**src/hdl/kmp_pkg.sv**
```systemverilog
package kmp_pkg;

    localparam logic [1:0] KIND_PATTERN = 2'd0;
    localparam logic [1:0] KIND_TEXT    = 2'd1;
    localparam logic [1:0] KIND_CLEAR   = 2'd2;

    localparam int CFG_WIDTH = 7;

    typedef enum logic [1:0] {
        OP_PATTERN,
        OP_TEXT,
        OP_CLEAR,
        OP_NONE
    } t_op;

    typedef enum logic [3:0] {
        ST_IDLE = 4'b0001,
        ST_LOOK = 4'b0010,
        ST_FT   = 4'b0100,
        ST_EMIT = 4'b1000
    } t_state;

    typedef struct packed {
        logic valid;
        t_op  op;
    } t_qhead;

endpackage

```
**src/hdl/kmp_ram.sv**
```systemverilog
module kmp_ram #(
    parameter int WIDTH = 8,
    parameter int DEPTH = 64
) (
    input  logic                     i_clk,
    input  logic                     i_we,
    input  logic [$clog2(DEPTH)-1:0] i_waddr,
    input  logic [WIDTH-1:0]         i_wdata,
    input  logic [$clog2(DEPTH)-1:0] i_raddr,
    output logic [WIDTH-1:0]         o_rdata
);

    logic [WIDTH-1:0] r_mem [DEPTH];
    logic [WIDTH-1:0] r_rdata;

    always_ff @(posedge i_clk) begin
        if (i_we) begin
            r_mem[i_waddr] <= i_wdata;
        end
        r_rdata <= r_mem[i_raddr];
    end

    assign o_rdata = r_rdata;

endmodule

```
**src/hdl/kmp_front.sv**
```systemverilog
module kmp_front #(
    parameter int SYMBOL_WIDTH = 8
) (
    input  logic                    i_clk,
    input  logic                    i_rst_n,
    input  logic                    i_valid,
    output logic                    o_ready,
    input  logic [1:0]              i_kind,
    input  logic [7:0]              i_symbol,
    output kmp_pkg::t_qhead         o_head,
    output logic [SYMBOL_WIDTH-1:0] o_head_sym,
    input  logic                    i_pop
);

    localparam int SIW = (SYMBOL_WIDTH < 8) ? SYMBOL_WIDTH : 8;

    kmp_pkg::t_op          r_q_op  [2];
    logic [SYMBOL_WIDTH-1:0] r_q_sym [2];
    logic                  r_wp, r_rp;
    logic [1:0]            r_cnt;
    logic                  n_wp, n_rp;
    logic [1:0]            n_cnt;

    kmp_pkg::t_op          w_op;
    logic [SYMBOL_WIDTH-1:0] w_sym;
    logic                  w_push, w_pop;

    always_comb begin
        case (i_kind)
            kmp_pkg::KIND_PATTERN: w_op = kmp_pkg::OP_PATTERN;
            kmp_pkg::KIND_TEXT:    w_op = kmp_pkg::OP_TEXT;
            kmp_pkg::KIND_CLEAR:   w_op = kmp_pkg::OP_CLEAR;
            default:               w_op = kmp_pkg::OP_NONE;
        endcase
    end

    assign w_sym   = SYMBOL_WIDTH'(i_symbol[SIW-1:0]);
    assign o_ready = (r_cnt != 2'd2);
    assign w_push  = i_valid && o_ready;
    assign w_pop   = i_pop && (r_cnt != 2'd0);

    assign o_head.valid = (r_cnt != 2'd0);
    assign o_head.op    = r_q_op[r_rp];
    assign o_head_sym   = r_q_sym[r_rp];

    always_comb begin
        n_wp  = w_push ? ~r_wp : r_wp;
        n_rp  = w_pop ? ~r_rp : r_rp;
        n_cnt = r_cnt + 2'(w_push) - 2'(w_pop);
    end

    always_ff @(posedge i_clk) begin
        if (w_push) begin
            r_q_op[r_wp]  <= w_op;
            r_q_sym[r_wp] <= w_sym;
        end
        if (!i_rst_n) begin
            r_wp  <= 1'b0;
            r_rp  <= 1'b0;
            r_cnt <= 2'd0;
        end else begin
            r_wp  <= n_wp;
            r_rp  <= n_rp;
            r_cnt <= n_cnt;
        end
    end

endmodule

```
**src/hdl/kmp_engine.sv**
```systemverilog
module kmp_engine #(
    parameter int PATTERN_MAX  = 64,
    parameter int SYMBOL_WIDTH = 8
) (
    input  logic                          i_clk,
    input  logic                          i_rst_n,
    input  logic [kmp_pkg::CFG_WIDTH-1:0] i_len_cfg,
    input  kmp_pkg::t_qhead               i_head,
    input  logic [SYMBOL_WIDTH-1:0]       i_head_sym,
    output logic                          o_pop,
    output logic                          o_valid,
    input  logic                          i_ready,
    output logic                          o_matched,
    output logic [31:0]                   o_match_start,
    output logic [31:0]                   o_match_count,
    output logic                          o_pattern_ready
);

    localparam int IW  = $clog2(PATTERN_MAX + 1);
    localparam int PAW = $clog2(PATTERN_MAX);
    localparam int LW  = (IW > kmp_pkg::CFG_WIDTH) ? IW : kmp_pkg::CFG_WIDTH;

    kmp_pkg::t_state r_state, n_state;
    kmp_pkg::t_op    r_op, n_op;
    logic [SYMBOL_WIDTH-1:0] r_sym, n_sym;
    logic [IW-1:0]   r_fill, n_fill;
    logic [IW-1:0]   r_prefix, n_prefix;
    logic [IW-1:0]   r_ml, n_ml;
    logic [IW-1:0]   r_j, n_j;
    logic [31:0]     r_tp, n_tp;
    logic [31:0]     r_count, n_count;

    logic            r_res_matched, r_res_ready;
    logic [31:0]     r_res_start, r_res_count;
    logic            r_out_valid, r_out_matched, r_out_ready;
    logic [31:0]     r_out_start, r_out_count;

    logic [LW-1:0]   w_cfg, w_pmax, w_eff;
    logic [IW-1:0]   w_len, w_j0, w_jn, w_rd_j;
    logic            w_out_free, w_eq, w_fin, w_load_fin, w_load_res;
    logic            f_matched, f_ready;
    logic [31:0]     f_start;

    logic                    ps_we;
    logic [SYMBOL_WIDTH-1:0] ps_q;
    logic                    ft_we;
    logic [IW-1:0]           ft_waddr, ft_wdata, ft_q;

    kmp_ram #(.WIDTH(SYMBOL_WIDTH), .DEPTH(PATTERN_MAX)) u_pattern (
        .i_clk   (i_clk),
        .i_we    (ps_we),
        .i_waddr (r_fill[PAW-1:0]),
        .i_wdata (i_head_sym),
        .i_raddr (w_rd_j[PAW-1:0]),
        .o_rdata (ps_q)
    );

    kmp_ram #(.WIDTH(IW), .DEPTH(PATTERN_MAX + 1)) u_failure (
        .i_clk   (i_clk),
        .i_we    (ft_we),
        .i_waddr (ft_waddr),
        .i_wdata (ft_wdata),
        .i_raddr (w_rd_j),
        .o_rdata (ft_q)
    );

    always_comb begin
        w_cfg  = LW'(i_len_cfg);
        w_pmax = LW'(PATTERN_MAX);
        if (w_cfg == '0) begin
            w_eff = LW'(1);
        end else if (w_cfg > w_pmax) begin
            w_eff = w_pmax;
        end else begin
            w_eff = w_cfg;
        end
        w_len = w_eff[IW-1:0];
    end

    assign w_out_free = !r_out_valid || i_ready;
    assign w_j0       = (r_ml >= w_len) ? '0 : r_ml;
    assign w_eq       = (ps_q == r_sym);
    assign w_jn       = r_j + IW'(w_eq && (r_op != kmp_pkg::OP_PATTERN || r_j < r_fill));

    always_comb begin
        n_state   = r_state;
        n_op      = r_op;
        n_sym     = r_sym;
        n_fill    = r_fill;
        n_prefix  = r_prefix;
        n_ml      = r_ml;
        n_j       = r_j;
        n_tp      = r_tp;
        n_count   = r_count;
        w_rd_j    = r_j;
        o_pop     = 1'b0;
        ps_we     = 1'b0;
        ft_we     = 1'b0;
        ft_waddr  = r_fill + IW'(1);
        ft_wdata  = w_jn;
        w_fin     = 1'b0;
        f_matched = 1'b0;
        f_start   = '0;
        w_load_res = 1'b0;
        case (r_state)
            kmp_pkg::ST_IDLE: begin
                if (i_head.valid) begin
                    o_pop = 1'b1;
                    n_op  = i_head.op;
                    n_sym = i_head_sym;
                    case (i_head.op)
                        kmp_pkg::OP_CLEAR: begin
                            n_fill   = '0;
                            n_prefix = '0;
                            n_ml     = '0;
                            n_tp     = '0;
                            n_count  = '0;
                            w_fin    = 1'b1;
                        end
                        kmp_pkg::OP_PATTERN: begin
                            if (r_fill < w_len) begin
                                ps_we = 1'b1;
                                if (r_fill == '0) begin
                                    ft_we    = 1'b1;
                                    ft_waddr = IW'(1);
                                    ft_wdata = '0;
                                    n_prefix = '0;
                                    n_fill   = IW'(1);
                                    w_fin    = 1'b1;
                                end else begin
                                    w_rd_j  = r_prefix;
                                    n_j     = r_prefix;
                                    n_state = kmp_pkg::ST_LOOK;
                                end
                            end else begin
                                w_fin = 1'b1;
                            end
                        end
                        kmp_pkg::OP_TEXT: begin
                            if (r_fill >= w_len) begin
                                w_rd_j  = w_j0;
                                n_j     = w_j0;
                                n_state = kmp_pkg::ST_LOOK;
                            end else begin
                                w_fin = 1'b1;
                            end
                        end
                        default: begin
                            w_fin = 1'b1;
                        end
                    endcase
                end
            end
            kmp_pkg::ST_LOOK: begin
                if (r_j != '0 && !w_eq) begin
                    n_j    = ft_q;
                    w_rd_j = ft_q;
                end else if (r_op == kmp_pkg::OP_PATTERN) begin
                    ft_we    = 1'b1;
                    n_prefix = w_jn;
                    n_fill   = r_fill + IW'(1);
                    w_fin    = 1'b1;
                end else if (w_jn >= w_len) begin
                    w_rd_j  = w_len;
                    n_state = kmp_pkg::ST_FT;
                end else begin
                    n_ml  = w_jn;
                    n_tp  = r_tp + 32'd1;
                    w_fin = 1'b1;
                end
            end
            kmp_pkg::ST_FT: begin
                n_ml      = ft_q;
                f_matched = 1'b1;
                f_start   = r_tp - 32'(w_len) + 32'd1;
                n_count   = r_count + 32'd1;
                n_tp      = r_tp + 32'd1;
                w_fin     = 1'b1;
            end
            kmp_pkg::ST_EMIT: begin
                if (w_out_free) begin
                    w_load_res = 1'b1;
                    n_state    = kmp_pkg::ST_IDLE;
                end
            end
            default: begin
                n_state = kmp_pkg::ST_IDLE;
            end
        endcase
        f_ready    = (n_fill >= w_len);
        w_load_fin = w_fin && w_out_free;
        if (w_fin) begin
            n_state = w_out_free ? kmp_pkg::ST_IDLE : kmp_pkg::ST_EMIT;
        end
    end

    always_ff @(posedge i_clk) begin
        r_op  <= n_op;
        r_sym <= n_sym;
        r_j   <= n_j;
        if (w_fin && !w_out_free) begin
            r_res_matched <= f_matched;
            r_res_start   <= f_start;
            r_res_count   <= n_count;
            r_res_ready   <= f_ready;
        end
        if (w_load_fin) begin
            r_out_matched <= f_matched;
            r_out_start   <= f_start;
            r_out_count   <= n_count;
            r_out_ready   <= f_ready;
        end else if (w_load_res) begin
            r_out_matched <= r_res_matched;
            r_out_start   <= r_res_start;
            r_out_count   <= r_res_count;
            r_out_ready   <= r_res_ready;
        end
        if (!i_rst_n) begin
            r_state     <= kmp_pkg::ST_IDLE;
            r_fill      <= '0;
            r_prefix    <= '0;
            r_ml        <= '0;
            r_tp        <= '0;
            r_count     <= '0;
            r_out_valid <= 1'b0;
        end else begin
            r_state     <= n_state;
            r_fill      <= n_fill;
            r_prefix    <= n_prefix;
            r_ml        <= n_ml;
            r_tp        <= n_tp;
            r_count     <= n_count;
            r_out_valid <= (w_load_fin || w_load_res) ? 1'b1 :
                           (i_ready ? 1'b0 : r_out_valid);
        end
    end

    assign o_valid         = r_out_valid;
    assign o_matched       = r_out_matched;
    assign o_match_start   = r_out_start;
    assign o_match_count   = r_out_count;
    assign o_pattern_ready = r_out_ready;

`ifndef SYNTHESIS
    a_look_below_fill: assert property (@(posedge i_clk) disable iff (!i_rst_n)
        (r_state == kmp_pkg::ST_LOOK) |-> (r_j < r_fill))
        else $error("chain index not below pattern fill");

    a_prefix_below_fill: assert property (@(posedge i_clk) disable iff (!i_rst_n)
        (r_fill != '0) |-> (r_prefix < r_fill))
        else $error("prefix length not below pattern fill");

    a_ft_after_look: assert property (@(posedge i_clk) disable iff (!i_rst_n)
        (r_state == kmp_pkg::ST_FT) |-> ($past(r_state) == kmp_pkg::ST_LOOK))
        else $error("failure fetch without a preceding match step");

    a_emit_waits_full: assert property (@(posedge i_clk) disable iff (!i_rst_n)
        (r_state == kmp_pkg::ST_EMIT) |-> r_out_valid)
        else $error("result parked while output register empty");
`endif

endmodule

```
**src/hdl/kmp_stream_matcher.sv**
```systemverilog
// KMP stream matcher.
// Input stream: s_axis_tuser is the request kind (pattern symbol, text symbol,
// clear), s_axis_tdata the symbol. Every accepted request gives exactly one
// result on the output stream: m_axis_tuser = {pattern_ready, matched},
// m_axis_tdata = {match_count, match_start}.
// pattern_length is written through i_cfg_we / i_cfg_wdata; the user must
// write it only while no request is in flight (not enforced by the block).
// 0 acts as 1, values above PATTERN_MAX act as PATTERN_MAX. Requests pass
// through a two-entry queue to the match engine, which runs the failure
// chain against two block RAMs (pattern symbols, failure table). Clear,
// ignored requests and the first pattern symbol finish in the idle state;
// other pattern and text symbols go on to the look state, which repeats once
// per failure-chain step, and a full match adds the FT state to fetch the
// failure entry. The chain walk is one RAM read per cycle.
// Reset clears all match state and the queue and sets pattern_length to 1;
// the RAM contents are not cleared and are written before they are read.
// When m_axis_tready is low the result is held and the engine stalls once
// a second result is ready; the queue keeps taking requests until full.
module kmp_stream_matcher #(
    parameter int PATTERN_MAX  = 64,
    parameter int SYMBOL_WIDTH = 8
) (
    input  logic        i_clk,
    input  logic        i_rst_n,
    input  logic        s_axis_tvalid,
    output logic        s_axis_tready,
    input  logic [7:0]  s_axis_tdata,   // [7:0] symbol
    input  logic [1:0]  s_axis_tuser,   // [1:0] kind
    output logic        m_axis_tvalid,
    input  logic        m_axis_tready,
    output logic [63:0] m_axis_tdata,   // [31:0] match_start, [63:32] match_count
    output logic [1:0]  m_axis_tuser,   // [0] matched, [1] pattern_ready
    input  logic        i_cfg_we,
    input  logic [6:0]  i_cfg_wdata
);

    logic [kmp_pkg::CFG_WIDTH-1:0] r_pattern_length;
    kmp_pkg::t_qhead               w_head;
    logic [SYMBOL_WIDTH-1:0]       w_head_sym;
    logic                          w_pop;
    logic                          w_matched, w_ready;
    logic [31:0]                   w_start, w_count;

    always_ff @(posedge i_clk) begin
        if (!i_rst_n) begin
            r_pattern_length <= kmp_pkg::CFG_WIDTH'(1);
        end else if (i_cfg_we) begin
            r_pattern_length <= i_cfg_wdata;
        end
    end

    kmp_front #(.SYMBOL_WIDTH(SYMBOL_WIDTH)) u_front (
        .i_clk      (i_clk),
        .i_rst_n    (i_rst_n),
        .i_valid    (s_axis_tvalid),
        .o_ready    (s_axis_tready),
        .i_kind     (s_axis_tuser),
        .i_symbol   (s_axis_tdata),
        .o_head     (w_head),
        .o_head_sym (w_head_sym),
        .i_pop      (w_pop)
    );

    kmp_engine #(.PATTERN_MAX(PATTERN_MAX), .SYMBOL_WIDTH(SYMBOL_WIDTH)) u_engine (
        .i_clk           (i_clk),
        .i_rst_n         (i_rst_n),
        .i_len_cfg       (r_pattern_length),
        .i_head          (w_head),
        .i_head_sym      (w_head_sym),
        .o_pop           (w_pop),
        .o_valid         (m_axis_tvalid),
        .i_ready         (m_axis_tready),
        .o_matched       (w_matched),
        .o_match_start   (w_start),
        .o_match_count   (w_count),
        .o_pattern_ready (w_ready)
    );

    assign m_axis_tdata = {w_count, w_start};
    assign m_axis_tuser = {w_ready, w_matched};

endmodule

```
**config.mk**
```make
export PLATFORM = sky130hd
export DESIGN_NAME = kmp_stream_matcher
export DESIGN_NICKNAME = d
export VERILOG_FILES = /design/src/hdl/kmp_pkg.sv /design/src/hdl/kmp_ram.sv /design/src/hdl/kmp_front.sv /design/src/hdl/kmp_engine.sv /design/src/hdl/kmp_stream_matcher.sv
export SDC_FILE = /design/constraint.sdc
export NUM_CORES = 2
export LEC_CHECK = 0
export ABC_CLOCK_PERIOD_IN_PS = 9300
export BUFFER_PORTS_ARGS = -buffer_cell sky130_fd_sc_hd__buf_4
export CAP_MARGIN = 10
export CORE_UTILIZATION = 63
export DETAILED_ROUTE_END_ITERATION = 8
export GPL_TIMING_DRIVEN = 0
export HOLD_SLACK_MARGIN = 0.06
export PLACE_DENSITY_LB_ADDON = 0.08
export SYNTH_ARGS = -nofsm -noshare
export SYNTH_HDL_FRONTEND = slang
export SYNTH_SLANG_ARGS = --single-unit
```
**constraint.sdc**
```tcl
create_clock -name i_clk -period 9.3 [get_ports i_clk]
set_input_delay 1.86 -clock i_clk [delete_from_list [all_inputs] [get_ports i_clk]]
set_output_delay 1.86 -clock i_clk [all_outputs]
set_load 0.05 [all_outputs]
```
======== Word-level counts from Yosys, hierarchy flattened ========
Memories as Yosys holds them, arrays and structs flattened. A register that Yosys moved wholly into a read port is not among the register bits.
Cells that the tools add are included.
W data, S select, Z words.
operators by class
  eq/ne operators ......................... 30
  add/sub/neg operators ................... 8
  bitwise operators ....................... 2
  reductions and logical operators ........ 29
  mux-type cells .......................... 111
  $lt $le $gt $ge ......................... 7
operators with widths
  operator                 number
  $mux W32                 12
  $mux W7                  36
  $pmux W7 S2              7
  $add A32 B1 Y32 const B  3
  $pmux W32 S3             1
  $pmux W32 S2             1
  $mux W4                  10
  $mux W1                  37
  $sub A32 B7 Y32          1
  $ge A7 B7 Y1             4
  $pmux W7 S3              1
  $pmux W4 S4              1
  $logic_not A7 Y1         2
  $lt A7 B7 Y1             2
  $ne A3 B2 Y1 const B     4
  $ne A4 B2 Y1 const B     3
  $ne A2 B2 Y1 const B     5
  $reduce_and A10 Y1       1
  $reduce_bool A2 Y1       5
  $ne A3 B1 Y1 const B     3
  $eq A8 B8 Y1             1
  $ne A2 B1 Y1 const B     4
  $pmux W4 S2              1
  $add A7 B1 Y7            1
  other kinds (25)         41
word-level totals
  bits in registers ....................... 250
  memories ................................ 4
  word-level logic and storage cells ...... 213
  bits in writable memories ............... 987
memory list
  name                      depth  bits a word  rd ports  clocked after Yosys merged registers in  write ports  RTL line         text
  u_engine.u_pattern.r_mem  64     8            1         1                                        1            kmp_ram.sv:13    logic [WIDTH-1:0] r_mem [DEPTH];
  u_engine.u_failure.r_mem  65     7            1         1                                        1            kmp_ram.sv:13
  u_front.r_q_sym           2      8            1         1                                        1            kmp_front.sv:18  logic [SYMBOL_WIDTH-1:0] r_q_sym [2];
  u_front.r_q_op            2      2            1         1                                        1            kmp_front.sv:17  kmp_pkg::t_op r_q_op [2];

======== Longest topological paths before layout ========
  depth in word-level cells ............... 12
  depth in mapped cells ................... 32
  gate-level depth less buffers ........... 28

======== Modules after synthesis ========
A second synthesis with hierarchy kept.
unflattened totals
  cells, all modules ...................... 3274
  area total of the unflattened synthesis .. 53120.9 um^2
modules (own cells, without submodules)
  module                        cells each  area each (um^2)  instances  sequential area each (um^2)
  kmp_ram (u_engine.u_pattern)  940         20166.8           1          15534.9
  kmp_ram (u_engine.u_failure)  814         17959.7           1          13803.2
  kmp_engine                    1434        13728.2           1          6276.0
  kmp_front                     62          988.4             1          700.7
  kmp_stream_matcher            24          277.8             1          140.1

======== Least setup slack after synthesis ========
No wires, ideal clock.
  kind .................................... flip-flop to flip-flop
  start point ............................. register u_engine.r_fill[2]
  end point ............................... register u_engine.r_out_count[0] (netlist: u_engine.o_match_count[0]) (enable)
  clock period less this slack ............ 7.343 ns
  setup time .............................. 0.498 ns
  required time ........................... 8.802 ns
  data arrival time ....................... 6.844 ns
  path buffers ............................ 1
  stages on the path, launching flop included .. 24
  path slack .............................. 1.957 ns
  path through ............................ dfxtp_1 -> clkbuf_1 -> inv_1 -> ha_1 -> a21o_1 -> a21oi_1 -> nor2b_1 -> o21ai_0 -> nand2b_1 -> a21oi_1 -> o311a_1 -> ha_1 -> ha_1 -> nand3_1 -> xor2_1 -> inv_1 -> ha_1 -> a21o_1 -> a211oi_1 -> o21ai_0 -> nand2_1 -> a311oi_1 -> and2_1 -> nor2b_1
on the way
  cells in the longest elaborated chain, start to end .. 11
  elaborated cells between the ends (all ways) .. 19
ends and longest elaborated chain
  element                         RTL line           text
  from (decl)                     kmp_engine.sv:26   logic [IW-1:0] r_fill, n_fill;
  from (signal assigned)          kmp_engine.sv:228  r_fill <= n_fill;
  $lt A7 B7 Y1                    kmp_engine.sv:83   assign w_jn = r_j + IW'(w_eq && (r_op != kmp_pkg::OP_PATTERN || r_j < r_fill));
  $logic_or A1 B1 Y1              kmp_engine.sv:83
  $logic_and A1 B1 Y1             kmp_engine.sv:83
  $add A7 B1 Y7                   kmp_engine.sv:83
  $ge A7 B7 Y1                    kmp_engine.sv:163  end else if (w_jn >= w_len) begin
  $mux W1                         kmp_engine.sv:163
  $mux W1                         kmp_engine.sv:158  end else if (r_op == kmp_pkg::OP_PATTERN) begin
  $mux W1                         kmp_engine.sv:155  if (r_j != '0 && !w_eq) begin
  $pmux W1 S3 *                   kmp_engine.sv:105  case (r_state)
  $logic_and A1 B1 Y1 *           kmp_engine.sv:191  w_load_fin = w_fin && w_out_free;
  $reduce_bool A2 Y1 (no line) *  --
  to (signal assigned)            kmp_engine.sv:210  r_out_count <= n_count;
  to (signal assigned)            kmp_engine.sv:215  r_out_count <= r_res_count;
  to (decl)                       kmp_engine.sv:36   logic [31:0] r_out_start, r_out_count;
Mark *: on every way between the ends. The rest lies on a longest branch, timed or not.
A chain may end at the register's enable or synchronous reset.

======== Worst setup path in the final report ========
  start point ............................. register u_engine.r_fill[2]
  end point ............................... register u_engine.u_failure.r_rdata[4] (netlist: u_engine.u_failure.o_rdata[4]) (read register of u_engine.u_failure.r_mem)
on the way
  cells in the longest elaborated chain, start to end .. 9
  elaborated cells between the ends (all ways) .. 17
ends and longest elaborated chain
  element              RTL line           text
  $lt A7 B7 Y1         kmp_engine.sv:83
  $logic_or A1 B1 Y1   kmp_engine.sv:83
  $logic_and A1 B1 Y1  kmp_engine.sv:83
  $add A7 B1 Y7        kmp_engine.sv:83
  $ge A7 B7 Y1         kmp_engine.sv:163
  $mux W7              kmp_engine.sv:163
  $mux W7              kmp_engine.sv:158
  $mux W7              kmp_engine.sv:155
  $pmux W7 S2 *        kmp_engine.sv:105
  to (decl)            kmp_ram.sv:14      logic [WIDTH-1:0] r_rdata;
Marked as above.

==> metrics.yaml <==
floorplan:
  dieArea_um2: 86200
  chipWidth_um: 294
  start_util: 0.638
  coreArea_um2: 84000
  fp-row-count: 106
  ios: 90
  die_h_um: 294
worst_setup_path:
  startpoint_type: "flop"
  path_delay_family: "compound AO/OA/AOI/OAI gates"
  critPathMaxFanout: 10
  arrival_ns: 8.91
  critPathKind: "flop to flop"
  crit_top_cell: "ha_1"
  crit_buf_inv: 4
  slowest_stage: "a311oi_1"
  worstSetupEndpointType: "flop"
  slowest_delay_ns: 0.97
  cp.required_ns: 9.89
final_layout:
  syn2layout_area_growth_pct: 12.5
  finalNetCount: 4434
  final_common_cell: "edfxtp_1"
  multi_input_area_um2: 15900
  nFillCells: 5611
  regArea_um2: 36500
  drive_above_1_share: 0.118
  layout_common_cells: "edfxtp_1, nand2_1, nor2_1"
clock_network:
  cts_sinks: 1253
  insertion_delay_ns: 0.75
  cts_tree: "yes"
  clk_pin_slew_ns: 0.06
  h-tree-depth: 4
  cts_setup_buffers: 0
  ctsHoldBuffers: 0
  cts-root-buf: "clkbuf_16"
  ctsLongestPathBuffers: 3
  cts_resized: 0
  cts_buffers: 130
grt:
  grt_pass1_vias: 33467
  overflow: 0
  grt_pass1_wl_um: 206000
  grt_max_degree: 66
  grt_use_total: 0.324
  grt_antenna_before_repair: 2
timing:
  tns_ns: 0
  rsz0062_at_grt: "no"
  slew_violations: 0
  worst_hold_slack_ns: 0.503
  worst_pin_slew_ns: 1.16
  layout_min_cycle_time_ns: 8.33
  fmax_ghz: 0.120
  fin_skew_ns: 0.0317
  relSlewSlack: 0.220
  finalCritPeriodShare: 0.895
  finalSetupViolCount: 0
  hold_viol: 0
placement:
  port_buffers: 86
  dp_hpwl_um: 96400
  gp_congestion: 0.975
routing:
  ant_nets: 0
  vias: 35127
  first_pass_iters: 6
  drtIter0Drc: 4610
  routed_wirelength_um: 139000
  post_drt_wl_per_cell_um: 25.2
  vias_per_cell: 6.34
  drt_drc_violations_left: 0
flow_run:
  cap_violations: 0
synth:
  yosysTopAreaCell: "edfxtp_1"
  netlist_instances: 4068
  synth_top_area_frac: 0.636
  yosysWarnings: 0
  ys_seq_area_frac: 0.680
  synth_top_flop_cell: "edfxtp_1"
  syn_nets: 4193
  netlist_area_um2: 53600
  synthTopCellsByArea: "edfxtp_1, dfxtp_1, nand2_1, mux2i_1, ha_1"
  synth-seq-cells: 1253
  ys_async_sr_fraction: 0
  synth-edff-count: 1136
  avgSynthCellArea_um2: 13.2
  ys_types: 81
run_status:
  status: "finished, final reports clean"
pwr:
  ir_drop_uv: 265
  leakagePower_nw: 21.6
  power_density_nw_per_um2: 334
hold_path:
  hold_path_class: "flop to flop"
## worst register-to-register path: cells and delay by family, from the launching register on
family	cells	cell delay (ns)
AND/OR/NAND/NOR	5	0.98
XOR/XNOR	1	0.42
AO/OA/AOI/OAI	14	3.87
flip-flops	1	0.40
adder cells (fa/ha/maj)	4	1.07
buffers and inverters	4	1.44
## flip-flops by register name, indices dropped and copies added (netlist names), 32 cells and up, named ones only
name,cells
u_engine.r_count,32
u_engine.r_res_start,32
u_engine.u_failure.r_mem,455
u_engine.r_res_count,32
u_engine.r_tp,32
u_engine.o_match_count,32
u_engine.o_match_start,32
u_engine.u_pattern.r_mem,512
## worst paths after layout
kind / startpoint / endpoint / slack [ns] / cells after the start
min: u_engine.r_prefix[2] / u_engine.r_prefix[2] / 0.50 / 2
max reg2reg: u_engine.r_fill[2] / u_engine.u_failure.o_rdata[4] / 0.97 / 28
max: u_engine.r_fill[2] / u_engine.u_failure.o_rdata[4] / 0.97 / 28
min reg2reg: u_engine.r_prefix[2] / u_engine.r_prefix[2] / 0.50 / 2
## final cells by class
cell class	instances	share of cell area
plain buffers	221	0.0169
diodes	1	0.0000415
repair buffers	109	0.0172
flip-flops and latches	1253	0.605
well taps	1134	0.0235
clock buffers	172	0.0597
clock inverters	59	0.00938
multi-input cells	2515	0.264
inverters	79	0.00492
## routing by layer
metal  wire [um]  share of wire  track usage
met1       55500           0.40        0.451
met5          34        0.00024            0
met4        5700          0.041        0.138
met2       63700           0.46        0.499
met3       14500           0.10       0.0669
## through the flow
stage          total power, W  instances  setup slack [ns]  utilization  cell area (um2)
2_1_floorplan          0.0120       4068              1.96            -            53600
3_3_place_gp           0.0147       5288          -0.00614        0.663            55700
3_5_place_dp           0.0150       5308              1.37        0.668            56100
4_1_cts                0.0200       5539              1.28        0.718            60300
5_1_grt                0.0208       5542             0.590        0.718            60300
6_report               0.0201       5543             0.973        0.718            60300
## report_power, final
group / internal, W / switching, W
logic: 0.00228 / 0.00559
clock network: 0.00295 / 0.00215
registers: 0.00704 / 0.000140
## synthesized netlist by cell type, types with 77 or more instances
cell      count
a21oi_1     112
nor2_1      305
mux2_2       78
nand2_1     556
dfxtp_1     117
a31oi_1      85
inv_1        77
clkbuf_1    100
o21ai_0     108
ha_1        102
a22oi_1      78
edfxtp_1   1136
mux2i_1     198
nand3_1     230
buf_2        78
## kinds of logic (layout without fill, tap and decap cells)
| family | count (synthesis) | in the layout | share of synthesized area |
|---|---|---|---|
| and+or+nand+nor | 1374 | 1374 | 0.117 |
| DFF | 1253 | 1253 | 0.680 |
| AOI/OAI and AO/OA | 683 | 683 | 0.0878 |
| buffers and inverters | 300 | 640 | 0.0246 |
| muxes | 276 | 276 | 0.0534 |
| adders and majority gates | 103 | 103 | 0.0242 |
| xor gates and xnor gates | 79 | 79 | 0.0129 |
| other | 0 | 1 | 0 |
Power figures use the tool's default switching activity.
